--- src/sv/anp_pkg.sv ---
// ----------------------------------------------------------------------------
// anp_pkg
// Shared types, codes and digit decode for the ASCII number parser.
// ----------------------------------------------------------------------------
package anp_pkg;

  localparam int unsigned CountBitsDefault = 16;
  localparam int unsigned CharW            = 8;
  localparam int unsigned ValueW           = 64;
  localparam int unsigned HalfW            = 32;
  localparam int unsigned CharsW           = 16;
  localparam int unsigned RegIdxW          = 2;
  localparam int unsigned ProdW            = ValueW + 4;

  typedef enum logic [1:0] {
    ErrOk      = 2'd0,
    ErrNoDigit = 2'd1,
    ErrRange   = 2'd2
  } anp_err_e;

  typedef enum logic [RegIdxW-1:0] {
    RegRadixHex    = 2'd0,
    RegWidth64     = 2'd1,
    RegUseDefault  = 2'd2,
    RegDefaultVal  = 2'd3
  } anp_reg_e;

  typedef struct packed {
    logic              radix_hex;
    logic              width_64;
    logic              use_default;
    logic [ValueW-1:0] default_value;
  } anp_cfg_t;

  typedef struct packed {
    logic [ValueW-1:0] value;
    logic [1:0]        error_code;
    logic [CharsW-1:0] chars_consumed;
  } anp_res_t;

  typedef struct packed {
    logic       is_digit;
    logic [3:0] digit;
  } anp_digit_t;

  function automatic anp_digit_t anp_decode(input logic [CharW-1:0] c, input logic hex);
    anp_digit_t r;
    r.is_digit = 1'b0;
    r.digit    = 4'd0;
    if (c inside {[8'h30:8'h39]}) begin
      r.is_digit = 1'b1;
      r.digit    = 4'(c - 8'h30);
    end else if (hex && (c inside {[8'h41:8'h46]})) begin
      r.is_digit = 1'b1;
      r.digit    = 4'(c - 8'h41 + 8'd10);
    end else if (hex && (c inside {[8'h61:8'h66]})) begin
      r.is_digit = 1'b1;
      r.digit    = 4'(c - 8'h61 + 8'd10);
    end
    return r;
  endfunction

endpackage

--- src/sv/anp_intf.sv ---
// ----------------------------------------------------------------------------
// anp_intf
// Valid/ready channels for characters, results and register writes.
// ----------------------------------------------------------------------------
interface anp_in_if import anp_pkg::*; ();
  logic             valid;
  logic             ready;
  logic [CharW-1:0] char_code;
  logic             first_char;

  modport source (output valid, output char_code, output first_char, input ready);
  modport sink   (input valid, input char_code, input first_char, output ready);
endinterface

interface anp_out_if import anp_pkg::*; ();
  logic              valid;
  logic              ready;
  logic [ValueW-1:0] value;
  logic [1:0]        error_code;
  logic [CharsW-1:0] chars_consumed;

  modport source (output valid, output value, output error_code, output chars_consumed,
                  input ready);
  modport sink   (input valid, input value, input error_code, input chars_consumed,
                  output ready);
endinterface

interface anp_cfg_if import anp_pkg::*; ();
  logic               valid;
  logic               ready;
  logic [RegIdxW-1:0] index;
  logic [ValueW-1:0]  data;

  modport source (output valid, output index, output data, input ready);
  modport sink   (input valid, input index, input data, output ready);
endinterface

--- src/sv/ascii_number_parser_top.sv ---
// ----------------------------------------------------------------------------
// ascii_number_parser_top
// Streaming ASCII unsigned decimal/hex parser with exact range checking.
// ----------------------------------------------------------------------------
// One character word is taken every cycle while the output is not stalled.
// A word passes through an input register, then a single step of the parser
// (a multiply by ten or sixteen built from shifts and adds, plus the range
// compare) updates the running value and, at a terminator or an overflowing
// digit, loads the result register, which drives the output. The step loop
// of value, count and active flag sets the sustained rate of one character
// per cycle while the output is not stalled. Register writes are always
// accepted and apply from the next character on.
module ascii_number_parser_top import anp_pkg::*; #(
  parameter int unsigned COUNT_BITS = CountBitsDefault
) (
  input  logic    clk_i,
  input  logic    rst_ni,
  anp_in_if.sink  in_i,
  anp_out_if.source out_o,
  anp_cfg_if.sink cfg_i
);

  anp_cfg_t              cfg_q;
  logic [ValueW-1:0]     acc_q, acc_d;
  logic [COUNT_BITS-1:0] cnt_q, cnt_d;
  logic                  active_q, active_d;

  logic                  s1_valid_q;
  logic [CharW-1:0]      s1_char_q;
  logic                  s1_first_q;
  logic                  s1_adv;

  logic                  out_valid_q;
  anp_res_t              out_q;
  logic                  out_free;

  logic                  emit;
  anp_res_t              res;

  assign cfg_i.ready = 1'b1;

  always_ff @(posedge clk_i or negedge rst_ni) begin
    if (!rst_ni) begin
      cfg_q <= '0;
    end else if (cfg_i.valid) begin
      case (anp_reg_e'(cfg_i.index))
        RegRadixHex:   cfg_q.radix_hex     <= cfg_i.data[0];
        RegWidth64:    cfg_q.width_64      <= cfg_i.data[0];
        RegUseDefault: cfg_q.use_default   <= cfg_i.data[0];
        RegDefaultVal: cfg_q.default_value <= cfg_i.data;
        default: ;
      endcase
    end
  end

  assign out_free   = ~out_valid_q | out_o.ready;
  assign s1_adv     = s1_valid_q & out_free;
  assign in_i.ready = ~s1_valid_q | out_free;

  always_ff @(posedge clk_i or negedge rst_ni) begin
    if (!rst_ni) begin
      s1_valid_q <= 1'b0;
    end else if (in_i.ready) begin
      s1_valid_q <= in_i.valid;
    end
  end

  always_ff @(posedge clk_i) begin
    if (in_i.ready && in_i.valid) begin
      s1_char_q  <= in_i.char_code;
      s1_first_q <= in_i.first_char;
    end
  end

  anp_step #(
    .COUNT_BITS (COUNT_BITS)
  ) u_step (
    .char_code_i  (s1_char_q),
    .first_char_i (s1_first_q),
    .cfg_i        (cfg_q),
    .acc_i        (acc_q),
    .count_i      (cnt_q),
    .active_i     (active_q),
    .acc_o        (acc_d),
    .count_o      (cnt_d),
    .active_o     (active_d),
    .emit_o       (emit),
    .res_o        (res)
  );

  always_ff @(posedge clk_i or negedge rst_ni) begin
    if (!rst_ni) begin
      acc_q    <= '0;
      cnt_q    <= '0;
      active_q <= 1'b0;
    end else if (s1_adv) begin
      acc_q    <= acc_d;
      cnt_q    <= cnt_d;
      active_q <= active_d;
    end
  end

  always_ff @(posedge clk_i or negedge rst_ni) begin
    if (!rst_ni) begin
      out_valid_q <= 1'b0;
    end else if (out_free) begin
      out_valid_q <= s1_adv & emit;
    end
  end

  always_ff @(posedge clk_i) begin
    if (s1_adv && emit) begin
      out_q <= res;
    end
  end

  assign out_o.valid          = out_valid_q;
  assign out_o.value          = out_q.value;
  assign out_o.error_code     = out_q.error_code;
  assign out_o.chars_consumed = out_q.chars_consumed;

  a_err_no_count : assert property (@(posedge clk_i) disable iff (!rst_ni)
    out_valid_q && (out_q.error_code != ErrOk) |-> out_q.chars_consumed == '0)
    else $error("error result with nonzero digit count");

  a_ok_in_range : assert property (@(posedge clk_i) disable iff (!rst_ni)
    out_valid_q && (out_q.error_code == ErrOk) && !cfg_q.width_64
    |-> out_q.value[ValueW-1:HalfW] == '0)
    else $error("ok result wider than 32 bits");

  a_idle_after_emit : assert property (@(posedge clk_i) disable iff (!rst_ni)
    s1_adv && emit |=> !active_q)
    else $error("parser still active after a result");

  a_stall_holds : assert property (@(posedge clk_i) disable iff (!rst_ni)
    s1_valid_q && !s1_adv |=> s1_valid_q && $stable(s1_char_q) && $stable(acc_q))
    else $error("stalled character or state changed");

endmodule

--- src/sv/anp_step.sv ---
// ----------------------------------------------------------------------------
// anp_step
// One parse step: folds a character into the running value and decides
// whether a result word leaves, with exact range checking.
// ----------------------------------------------------------------------------
module anp_step import anp_pkg::*; #(
  parameter int unsigned COUNT_BITS = CountBitsDefault
) (
  input  logic [CharW-1:0]      char_code_i,
  input  logic                  first_char_i,
  input  anp_cfg_t              cfg_i,
  input  logic [ValueW-1:0]     acc_i,
  input  logic [COUNT_BITS-1:0] count_i,
  input  logic                  active_i,
  output logic [ValueW-1:0]     acc_o,
  output logic [COUNT_BITS-1:0] count_o,
  output logic                  active_o,
  output logic                  emit_o,
  output anp_res_t              res_o
);

  localparam logic [COUNT_BITS-1:0] CountMax = '1;

  logic [ValueW-1:0]     acc_eff;
  logic [COUNT_BITS-1:0] cnt_eff;
  logic                  act;
  anp_digit_t            dig;
  logic [ProdW-1:0]      acc_ext;
  logic [ProdW-1:0]      next_val;
  logic                  over_new;
  logic                  over_old;
  logic [ValueW-1:0]     lim;
  logic [ValueW-1:0]     err_val;
  logic [31:0]           cnt_ext;
  logic [CharsW-1:0]     chars_sat;
  anp_err_e              err;

  assign acc_eff = first_char_i ? '0 : acc_i;
  assign cnt_eff = first_char_i ? '0 : count_i;
  assign act     = first_char_i | active_i;
  assign dig     = anp_decode(char_code_i, cfg_i.radix_hex);
  assign acc_ext = {4'd0, acc_eff};

  assign next_val = cfg_i.radix_hex
                  ? ((acc_ext << 4) + {{(ProdW-4){1'b0}}, dig.digit})
                  : ((acc_ext << 3) + (acc_ext << 1) + {{(ProdW-4){1'b0}}, dig.digit});

  assign over_new = cfg_i.width_64 ? (|next_val[ProdW-1:ValueW]) : (|next_val[ProdW-1:HalfW]);
  assign over_old = ~cfg_i.width_64 & (|acc_eff[ValueW-1:HalfW]);

  assign lim     = cfg_i.width_64 ? '1 : {{(ValueW-HalfW){1'b0}}, {HalfW{1'b1}}};
  assign err_val = cfg_i.use_default ? (cfg_i.default_value & lim) : '0;

  assign cnt_ext   = 32'(cnt_eff);
  assign chars_sat = (cnt_ext > 32'h0000_FFFF) ? '1 : cnt_ext[CharsW-1:0];

  always_comb begin
    acc_o    = acc_eff;
    count_o  = cnt_eff;
    active_o = act;
    emit_o   = 1'b0;
    err      = ErrOk;
    if (act) begin
      if (!dig.is_digit) begin
        emit_o   = 1'b1;
        active_o = 1'b0;
        if (cnt_eff == '0) begin
          err = ErrNoDigit;
        end else if (over_old) begin
          err = ErrRange;
        end
      end else if (over_new) begin
        emit_o   = 1'b1;
        active_o = 1'b0;
        err      = ErrRange;
      end else begin
        acc_o = next_val[ValueW-1:0];
        if (cnt_eff != CountMax) begin
          count_o = cnt_eff + 1'b1;
        end
      end
    end
  end

  always_comb begin
    res_o.error_code = err;
    if (err == ErrOk) begin
      res_o.value          = acc_eff;
      res_o.chars_consumed = chars_sat;
    end else begin
      res_o.value          = err_val;
      res_o.chars_consumed = '0;
    end
  end

endmodule
--- src/flat_wrapper.sv ---
// flat-port wrapper written by rule: the top's interface ports become plain ports
module ascii_number_parser_top_flat import anp_pkg::*;
#(
  parameter int unsigned COUNT_BITS = CountBitsDefault
)
  (clk_i, rst_ni, in_i_valid, in_i_char_code, in_i_first_char, in_i_ready, out_o_valid, out_o_value, out_o_error_code, out_o_chars_consumed, out_o_ready, cfg_i_valid, cfg_i_index, cfg_i_data, cfg_i_ready);
  anp_in_if in_i_i ();
  anp_out_if out_o_i ();
  anp_cfg_if cfg_i_i ();
  input  logic clk_i;
  input  logic rst_ni;
  input wire logic [$bits(in_i_i.valid)-1:0] in_i_valid;
  input wire logic [$bits(in_i_i.char_code)-1:0] in_i_char_code;
  input wire logic [$bits(in_i_i.first_char)-1:0] in_i_first_char;
  output wire logic [$bits(in_i_i.ready)-1:0] in_i_ready;
  output wire logic [$bits(out_o_i.valid)-1:0] out_o_valid;
  output wire logic [$bits(out_o_i.value)-1:0] out_o_value;
  output wire logic [$bits(out_o_i.error_code)-1:0] out_o_error_code;
  output wire logic [$bits(out_o_i.chars_consumed)-1:0] out_o_chars_consumed;
  input wire logic [$bits(out_o_i.ready)-1:0] out_o_ready;
  input wire logic [$bits(cfg_i_i.valid)-1:0] cfg_i_valid;
  input wire logic [$bits(cfg_i_i.index)-1:0] cfg_i_index;
  input wire logic [$bits(cfg_i_i.data)-1:0] cfg_i_data;
  output wire logic [$bits(cfg_i_i.ready)-1:0] cfg_i_ready;
  assign in_i_i.valid = in_i_valid;
  assign in_i_i.char_code = in_i_char_code;
  assign in_i_i.first_char = in_i_first_char;
  assign in_i_ready = in_i_i.ready;
  assign out_o_valid = out_o_i.valid;
  assign out_o_value = out_o_i.value;
  assign out_o_error_code = out_o_i.error_code;
  assign out_o_chars_consumed = out_o_i.chars_consumed;
  assign out_o_i.ready = out_o_ready;
  assign cfg_i_i.valid = cfg_i_valid;
  assign cfg_i_i.index = cfg_i_index;
  assign cfg_i_i.data = cfg_i_data;
  assign cfg_i_ready = cfg_i_i.ready;
  ascii_number_parser_top #(.COUNT_BITS(COUNT_BITS)) u_core (.clk_i(clk_i), .rst_ni(rst_ni), .in_i(in_i_i), .out_o(out_o_i), .cfg_i(cfg_i_i));
endmodule
--- config.mk ---
export PLATFORM = sky130hd
export DESIGN_NAME = ascii_number_parser_top_flat
export DESIGN_NICKNAME = d
export VERILOG_FILES = /design/src/sv/anp_pkg.sv /design/src/sv/anp_intf.sv /design/src/sv/ascii_number_parser_top.sv /design/src/sv/anp_step.sv /design/src/flat_wrapper.sv
export SDC_FILE = /design/constraint.sdc
export NUM_CORES = 1
export LEC_CHECK = 0
export ABC_AREA = 1
export ABC_CLOCK_PERIOD_IN_PS = 11300
export BUFFER_PORTS_ARGS = -buffer_cell sky130_fd_sc_hd__buf_2
export CAP_MARGIN = 20
export CORE_MARGIN = 4
export CORE_UTILIZATION = 62
export DETAILED_ROUTE_END_ITERATION = 16
export HOLD_SLACK_MARGIN = 0.06
export PLACE_DENSITY = 0.88
export SYNTH_ARGS = -nofsm -noshare
export SYNTH_HDL_FRONTEND = slang
export SYNTH_SLANG_ARGS = --single-unit
--- constraint.sdc ---
create_clock -name clk_i -period 11.3 [get_ports clk_i]
set_input_delay 1.13 -clock clk_i [delete_from_list [all_inputs] [get_ports clk_i]]
set_output_delay 1.13 -clock clk_i [all_outputs]
set_load 0.01 [all_outputs]
== Yosys cells after proc, flatten, opt, wreduce, memory -nomap -nowiden ==
Index checks and enable logic that the tools add are counted.
Cells by class
  $add $sub $neg: 9
  bitwise logic cells: 10
  mux-type cells: 29
  order comparisons: 7
  reductions and logical operators: 17
  equality and inequality tests: 4
Operator list (count)
  $mux 64: 7
  $add 68x4->68: 2
  $mux 16: 6
  $add 67x65->68: 1
  $mux 68: 1
  $and 64x64->64: 1
  $reduce_or 36->1: 1
  $reduce_or 32->1: 1
  $add 16x1->16 const B: 1
  $ge 8x7->1 const B: 2
  $gt 16x16->1 const B: 1
  $le 8x7->1 const B: 2
  $logic_not 16->1: 1
  $ne 16x16->1 const B: 1
  $mux 5: 3
  $sub 4x1->4 const B: 3
  $mux 2: 5
  $add 4x4->4 const B: 2
  $ge 8x6->1 const B: 1
  $le 8x6->1 const B: 1
  $reduce_and 2->1: 4
  $logic_and 1x1->1: 7
  $mux 1: 7
  $eq 2x2->1 const B: 2
  6 further kinds: 13
Storage, ports and cells
  flip-flop bits (word level): 241
  output and inout bits: 85

== Longest topological paths before layout ==
  word-level depth: 15
  depth in mapped cells: 42

== By module ==
Synthesis repeated with hierarchy kept, for this count alone.
Unflattened totals
  cell total of the unflattened synthesis: 3218
  area, all modules: 20519.7 um^2
Modules (own cells, without submodules)
  anp_step: cells each 2473, times used 1, area an instance 11566.1 um^2, seq. area each 0.0 um^2
  ascii_number_parser_top: cells each 745, times used 1, area an instance 8953.6 um^2, seq. area each 6486.2 um^2

== Worst setup path after synthesis ==
OpenSTA, ideal clock, no wires.
  path type: flip-flop to flip-flop
  start: register u_core.s1_first_q
  end: register u_core.out_q, in the netlist u_core.out_o.chars_consumed[0], enable pin
  arrival time: 7530 ps
  required time: 10773 ps
  slack: 3243 ps
  library setup time: 527 ps
  stages on the path, launching flop included: 34
  cell sequence: edfxtp_1 -> buf_2 -> inv_2 -> clkbuf_1 -> buf_1 -> clkbuf_1 -> nand2_1 -> inv_1 -> ha_1 -> ha_1 -> fa_1 -> nand3_1 -> nand3_2 -> nand2_1 -> nand2_1 -> nand2_1 -> nand2_1 -> nand2_1 -> nand2_1 -> nand2_1 -> nand2_1 -> nand2_1 -> nand3_1 -> nand2_1 -> nor2_1 -> nand2_1 -> nor2_1 -> nand3_1 -> nand2_4 -> nand2_4 -> inv_2 -> nand2_4 -> nand2_1 -> nor2_1
On the way
  longest elaborated chain between the ends: 10
  elaborated cells between the ends (all ways): 13
  classes of those cells: 3 x add/sub; 6 x mux; 1 x bitwise; 3 x reduce/logical
RTL lines
  start: declaration: RTL line ascii_number_parser_top.sv:30  | logic s1_first_q;
  start signal: assignment: RTL line ascii_number_parser_top.sv:71  | s1_first_q <= in_i.first_char;
  $mux 64: RTL line anp_step.sv:38  | assign acc_eff = first_char_i ? '0 : acc_i;
  $add 67x65->68: RTL line anp_step.sv:46  | : ((acc_ext << 3) + (acc_ext << 1) + {{(ProdW-4){1'b0}}, dig.digit});
  $add 68x4->68: RTL line anp_step.sv:46
  $mux 68: RTL line anp_step.sv:45  | ? ((acc_ext << 4) + {{(ProdW-4){1'b0}}, dig.digit})
  $reduce_or 36->1 or $reduce_or 4->1 (tied branches): RTL line anp_step.sv:48  | assign over_new = cfg_i.width_64 ? (|next_val[ProdW-1:ValueW]) : (|next_val[ProdW-1:HalfW]);
  $mux 1: RTL line anp_step.sv:48
  $mux 1: RTL line anp_step.sv:72  | end else if (over_new) begin
  $mux 1: RTL line anp_step.sv:64  | if (!dig.is_digit) begin
  $mux 1 *: RTL line anp_step.sv:63  | if (act) begin
  $logic_and 1x1->1 *: RTL line ascii_number_parser_top.sv:112  | if (s1_adv && emit) begin
  end signal: assignment: RTL line ascii_number_parser_top.sv:113  | out_q <= res;
  end: declaration: RTL line ascii_number_parser_top.sv:34  | anp_res_t out_q;
Every way passes the cells marked *; elsewhere a longest branch is shown, timed or not.
A chain may end at the register's enable or synchronous reset.

==> Implementation_results.wiki <==
{| class="wikitable"
! Metric !! Value
|-
| Run status || finished, final reports clean
|-
| Headroom to the max-slew limit || approximately a quarter
|-
| Per-cell via count in the routed design || 5.83
|-
| Share of the yosys chip area belonging to registers || 33.7%
|-
| Initial DRC Count || 2347
|-
| Clk Tree Root Cell || sky130_fd_sc_hd__clkbuf_16
|-
| Number of clock sinks || 241
|-
| Vias in the first global route || 18892
|-
| Routed length per instance || 19.8 um
|-
| Clock latency of the later-clocked register in the worst-skew pair || 590 ps
|-
| Required time reported for the critical path endpoint || about 12000 ps
|-
| Peak ir drop on the vdd network || 0.000118 V
|-
| Post-CTS Repair Setup Buffers || 0
|-
| Core box area || 30600 sq um
|-
| Hold_buf cts || 0
|-
| Largest buffer count on any clock path || 3
|-
| Initial Utilization || ~63%
|-
| Register bit count reported by yosys || 241
|-
| Maximum number of pins on one net before global-route repair || 98
|-
| Worst path slowest cell || sky130_fd_sc_hd__inv_2
|-
| Synth cell types || 41
|-
| Global-route usage over all layers || 39.4%
|-
| Type of the worst setup path || reg -> reg
|-
| Global-route wire length before repair || between 100000 and 150000 um
|-
| Detail Placement HPWL || 52200 um
|-
| CP arrival || between 8000 and 9000 ps
|-
| Layout cell share with drive strength beyond 1 || 10.2%
|-
| Worst Reg-to-Reg Cells || 30
|-
| Endpoint class of the critical path || flop
|-
| Max-cap violation count || 0
|-
| Overall overflow remaining after global route || 0
|-
| Leading cell types by total area after synthesis || sky130_fd_sc_hd__nand2_1, sky130_fd_sc_hd__dfrtp_1, sky130_fd_sc_hd__edfxtp_1, sky130_fd_sc_hd__inv_1, sky130_fd_sc_hd__ha_1
|-
| Number of flops mapped to enable cells by yosys || 91
|-
| Unrepaired setup endpoints after global routing || false
|-
| Max Clock Freq || 124 MHz
|-
| Async S/R FF share, synth || a little over 60%
|-
| Post-detailed-route DRC marker count || 0
|-
| Number of vias in the routed layout || ~20000
|-
| Antenna violations before repair || 0
|-
| FF-to-FF Start || u_core.s1_first_q$_DFFE_PP_
|-
| Clock transition at the registers of the reported paths || 70 ps
|-
| Overall die width || ~180 um
|-
| TritonCTS clock tree || yes
|-
| Final weighted congestion in routability-driven placement || 1.07
|-
| FF-to-FF setup slack || between 3000 and 4000 ps
|-
| Resized cells post-CTS || 0
|-
| Count of boundary I/O pins || 165
|-
| Reg2reg end || u_core.out_o.value[60]$_DFFE_PP_
|-
| Count of nets after finishing || 3302
|-
| PortBufs || roughly 160
|-
| Die area || approximately 34000 sq um
|-
| Number of warning messages in the yosys log || 0
|-
| Delay of the slowest cell on the worst path || 680 ps
|-
| Cell taking the most area after synthesis || sky130_fd_sc_hd__nand2_1
|-
| Total chip power || 3.23 mW
|-
| Netlist area before placement || a little under 20000 sq um
|-
| Most used flip-flop cell after synthesis || sky130_fd_sc_hd__dfrtp_1
|-
| Share of the synthesized area in the top cell type || 20.6%
|-
| WL final || 69300 um
|-
| Worst slack at placement || between 3000 and 4000 ps
|-
| Final worst path period need || 8060 ps
|-
| CP Launch Type || flop
|-
| Static power due to leakage || 12.2 nW
|-
| Router iterations before antenna repair || 9
|-
| Share of the cycle needed by the critical path after routing || 71.3%
|-
| Nets in the synthesized netlist || ~3200
|-
| Tightest Pin Transition || 1110 ps
|-
| Layout overhead on the synthesized area || 10.4%
|-
| Power density of the placed cells || 152 nW/um^2
|-
| Cell mode on critical path || sky130_fd_sc_hd__nand2_1
|-
| Final clock skew || 38.6 ps
|-
| Antenna-violating nets left || 0
|-
| Worst Slack Setup Final || 3240 ps
|-
| Instance count of the mapped netlist || ~3000
|-
| Crit Path Max Fanout || 67
|-
| Final setup violation count || 0
|-
| Die Y-Extent || 184 um
|-
| Number of hold violations in the final report || 0
|-
| Pins over their slew limit || 0
|-
| Number of levels in the clock H-tree || 1
|-
| Final-layout setup total negative slack || 0 ps
|-
| Worst hold-check path type || in -> async
|-
| Site row count || 64
|-
| Mean Syn Cell Area || between 6 and 7 sq um
|-
| TritonCTS Buffers || 27
|}
how the worst max path moves through the flow:
stage,from,end,slack (ps),depth (start not counted)
final,u_core.s1_first_q$_DFFE_PP_,u_core.out_o.value[60]$_DFFE_PP_,3240,30
after CTS,u_core.s1_char_q[0]$_DFFE_PP_,u_core.out_o.value[57]$_DFFE_PP_,3510,38
after detailed placement,u_core.s1_char_q[0]$_DFFE_PP_,u_core.out_o.value[52]$_DFFE_PP_,3600,38
after global routing,u_core.s1_char_q[0]$_DFFE_PP_,u_core.out_o.value[58]$_DFFE_PP_,2820,40
after global placement,u_core.s1_first_q$_DFFE_PP_,u_core.out_o.value[47]$_DFFE_PP_,3750,30
after floorplan,u_core.s1_first_q$_DFFE_PP_,u_core.out_o.chars_consumed[0]$_SDFFCE_PP0P_,3240,33
synth_stat cells, types with 7 or more instances:
| master | n |
|---|---|
| sky130_fd_sc_hd__nand3_1 | 186 |
| sky130_fd_sc_hd__buf_6 | 9 |
| sky130_fd_sc_hd__inv_1 | 526 |
| sky130_fd_sc_hd__nand3b_1 | 7 |
| sky130_fd_sc_hd__dfrtp_1 | 150 |
| sky130_fd_sc_hd__nand2_1 | 1058 |
| sky130_fd_sc_hd__edfxtp_1 | 91 |
| sky130_fd_sc_hd__nor2_2 | 12 |
| sky130_fd_sc_hd__mux2_2 | 31 |
| sky130_fd_sc_hd__o21ai_0 | 57 |
| sky130_fd_sc_hd__inv_2 | 33 |
| sky130_fd_sc_hd__xnor2_1 | 17 |
| sky130_fd_sc_hd__nor3_1 | 20 |
| sky130_fd_sc_hd__ha_1 | 133 |
| sky130_fd_sc_hd__xor2_1 | 15 |
| sky130_fd_sc_hd__nor4_1 | 7 |
| sky130_fd_sc_hd__nor2_1 | 288 |
| sky130_fd_sc_hd__a21oi_1 | 104 |
| sky130_fd_sc_hd__o21ai_1 | 54 |
| sky130_fd_sc_hd__clkbuf_1 | 54 |
| sky130_fd_sc_hd__buf_1 | 11 |
| sky130_fd_sc_hd__buf_2 | 11 |
| sky130_fd_sc_hd__nand4_1 | 54 |
metrics by stage:
stage | cell area, sq um | util, % | hold slack (ps) | instances
5_1_grt | 21300 | 69.5 | 485 | 3504
2_1_floorplan | 19300 | - | 449 | 2967
3_5_place_dp | 20300 | 66.3 | 466 | 3450
3_3_place_gp | 20300 | 66.3 | 462 | 3449
4_1_cts | 21200 | 69.2 | 464 | 3500
6_report | 21300 | 69.5 | 464 | 3505
state kept, by name, summed over array words and instances, names as in the netlist:
signal,cells
u_core.cnt_q,16
u_core.out_o.valid,1
u_core.out_o.value,64
u_core.out_o.chars_consumed,16
u_core.out_o.error_code,2
u_core.acc_q,64
u_core.s1_first_q,1
u_core.s1_valid_q,1
u_core.active_q,1
u_core.cfg_q,67
u_core.s1_char_q,8
routing by layer:
layer	GRT usage, %	wire [um]	up-vias
met4	18.7	4200	0
met2	62.6	30900	1356
met3	8.43	7330	283
met5	0	0	-
met1	51.7	26900	9392
li1	-	-	9412
layout by cell type (no fill, tap or decap), types with 2 or more instances in the layout:
cell type,instances
sky130_fd_sc_hd__clkinvlp_4,2
sky130_fd_sc_hd__clkinv_2,3
sky130_fd_sc_hd__or2_2,3
sky130_fd_sc_hd__nand3b_1,7
sky130_fd_sc_hd__clkbuf_16,27
sky130_fd_sc_hd__a21oi_1,104
sky130_fd_sc_hd__clkbuf_1,7
sky130_fd_sc_hd__dfrtp_1,149
sky130_fd_sc_hd__o21ai_0,57
sky130_fd_sc_hd__buf_4,10
sky130_fd_sc_hd__o21ai_1,54
sky130_fd_sc_hd__nand2_4,5
sky130_fd_sc_hd__nand4_1,54
sky130_fd_sc_hd__nand3_2,2
sky130_fd_sc_hd__clkinv_1,7
sky130_fd_sc_hd__edfxtp_1,91
sky130_fd_sc_hd__mux2_2,31
sky130_fd_sc_hd__buf_2,163
sky130_fd_sc_hd__fa_1,2
sky130_fd_sc_hd__or4_1,2
sky130_fd_sc_hd__inv_2,34
sky130_fd_sc_hd__nand2_1,1058
sky130_fd_sc_hd__o21bai_1,4
sky130_fd_sc_hd__buf_16,3
sky130_fd_sc_hd__nor2_1,286
sky130_fd_sc_hd__ha_1,133
sky130_fd_sc_hd__nor3_1,20
sky130_fd_sc_hd__o21ai_2,2
sky130_fd_sc_hd__nand3_1,185
sky130_fd_sc_hd__clkbuf_8,7
sky130_fd_sc_hd__and3_1,2
sky130_fd_sc_hd__xor2_1,15
sky130_fd_sc_hd__nor2_2,12
sky130_fd_sc_hd__nor2_4,4
sky130_fd_sc_hd__xnor2_1,17
sky130_fd_sc_hd__inv_1,525
sky130_fd_sc_hd__nor4_1,7
area by class of cell:
type / instances / area, sq um
antenna: 1 / 2.50
inverter: 565 / 2120
tap: 396 / 495
clock inverter: 9 / 92.6
fill: 2633 / 9320
timing repair buffer: 178 / 1000
multi-input combinational: 2074 / 10300
sequential: 241 / 6490
clock buffer: 41 / 798
where the power goes:
part	internal, mW	switching [mW]	leakage (nW)	total (mW)
combinational	0.367	0.874	9.03	1.24
sequential	1.04	0.0523	2.69	1.09
clock	0.512	0.388	0.433	0.900
critical path: cells and delay by family (launching register included):
family	cells	cell delay, ps
compound gates	1	90
fa+ha+maj	2	670
buf+inv	6	2200
flops	1	370
simple gates	21	4340
cells by family (layout without fill, tap and decap cells):
family / Yosys count / after routing / share of synthesized area (%)
other: 1 / 2 / 0.0195
AND/OR/NAND/NOR: 1650 / 1650 / 35.0
adder cells (fa/ha/maj): 135 / 135 / 8.85
flip-flops: 241 / 241 / 33.7
AO/OA/AOI/OAI: 225 / 225 / 5.98
XOR/XNOR: 32 / 32 / 1.46
buffers and inverters: 652 / 793 / 13.2
multiplexers: 31 / 31 / 1.81
No activity file was read; power rests on OpenSTA's default activity.
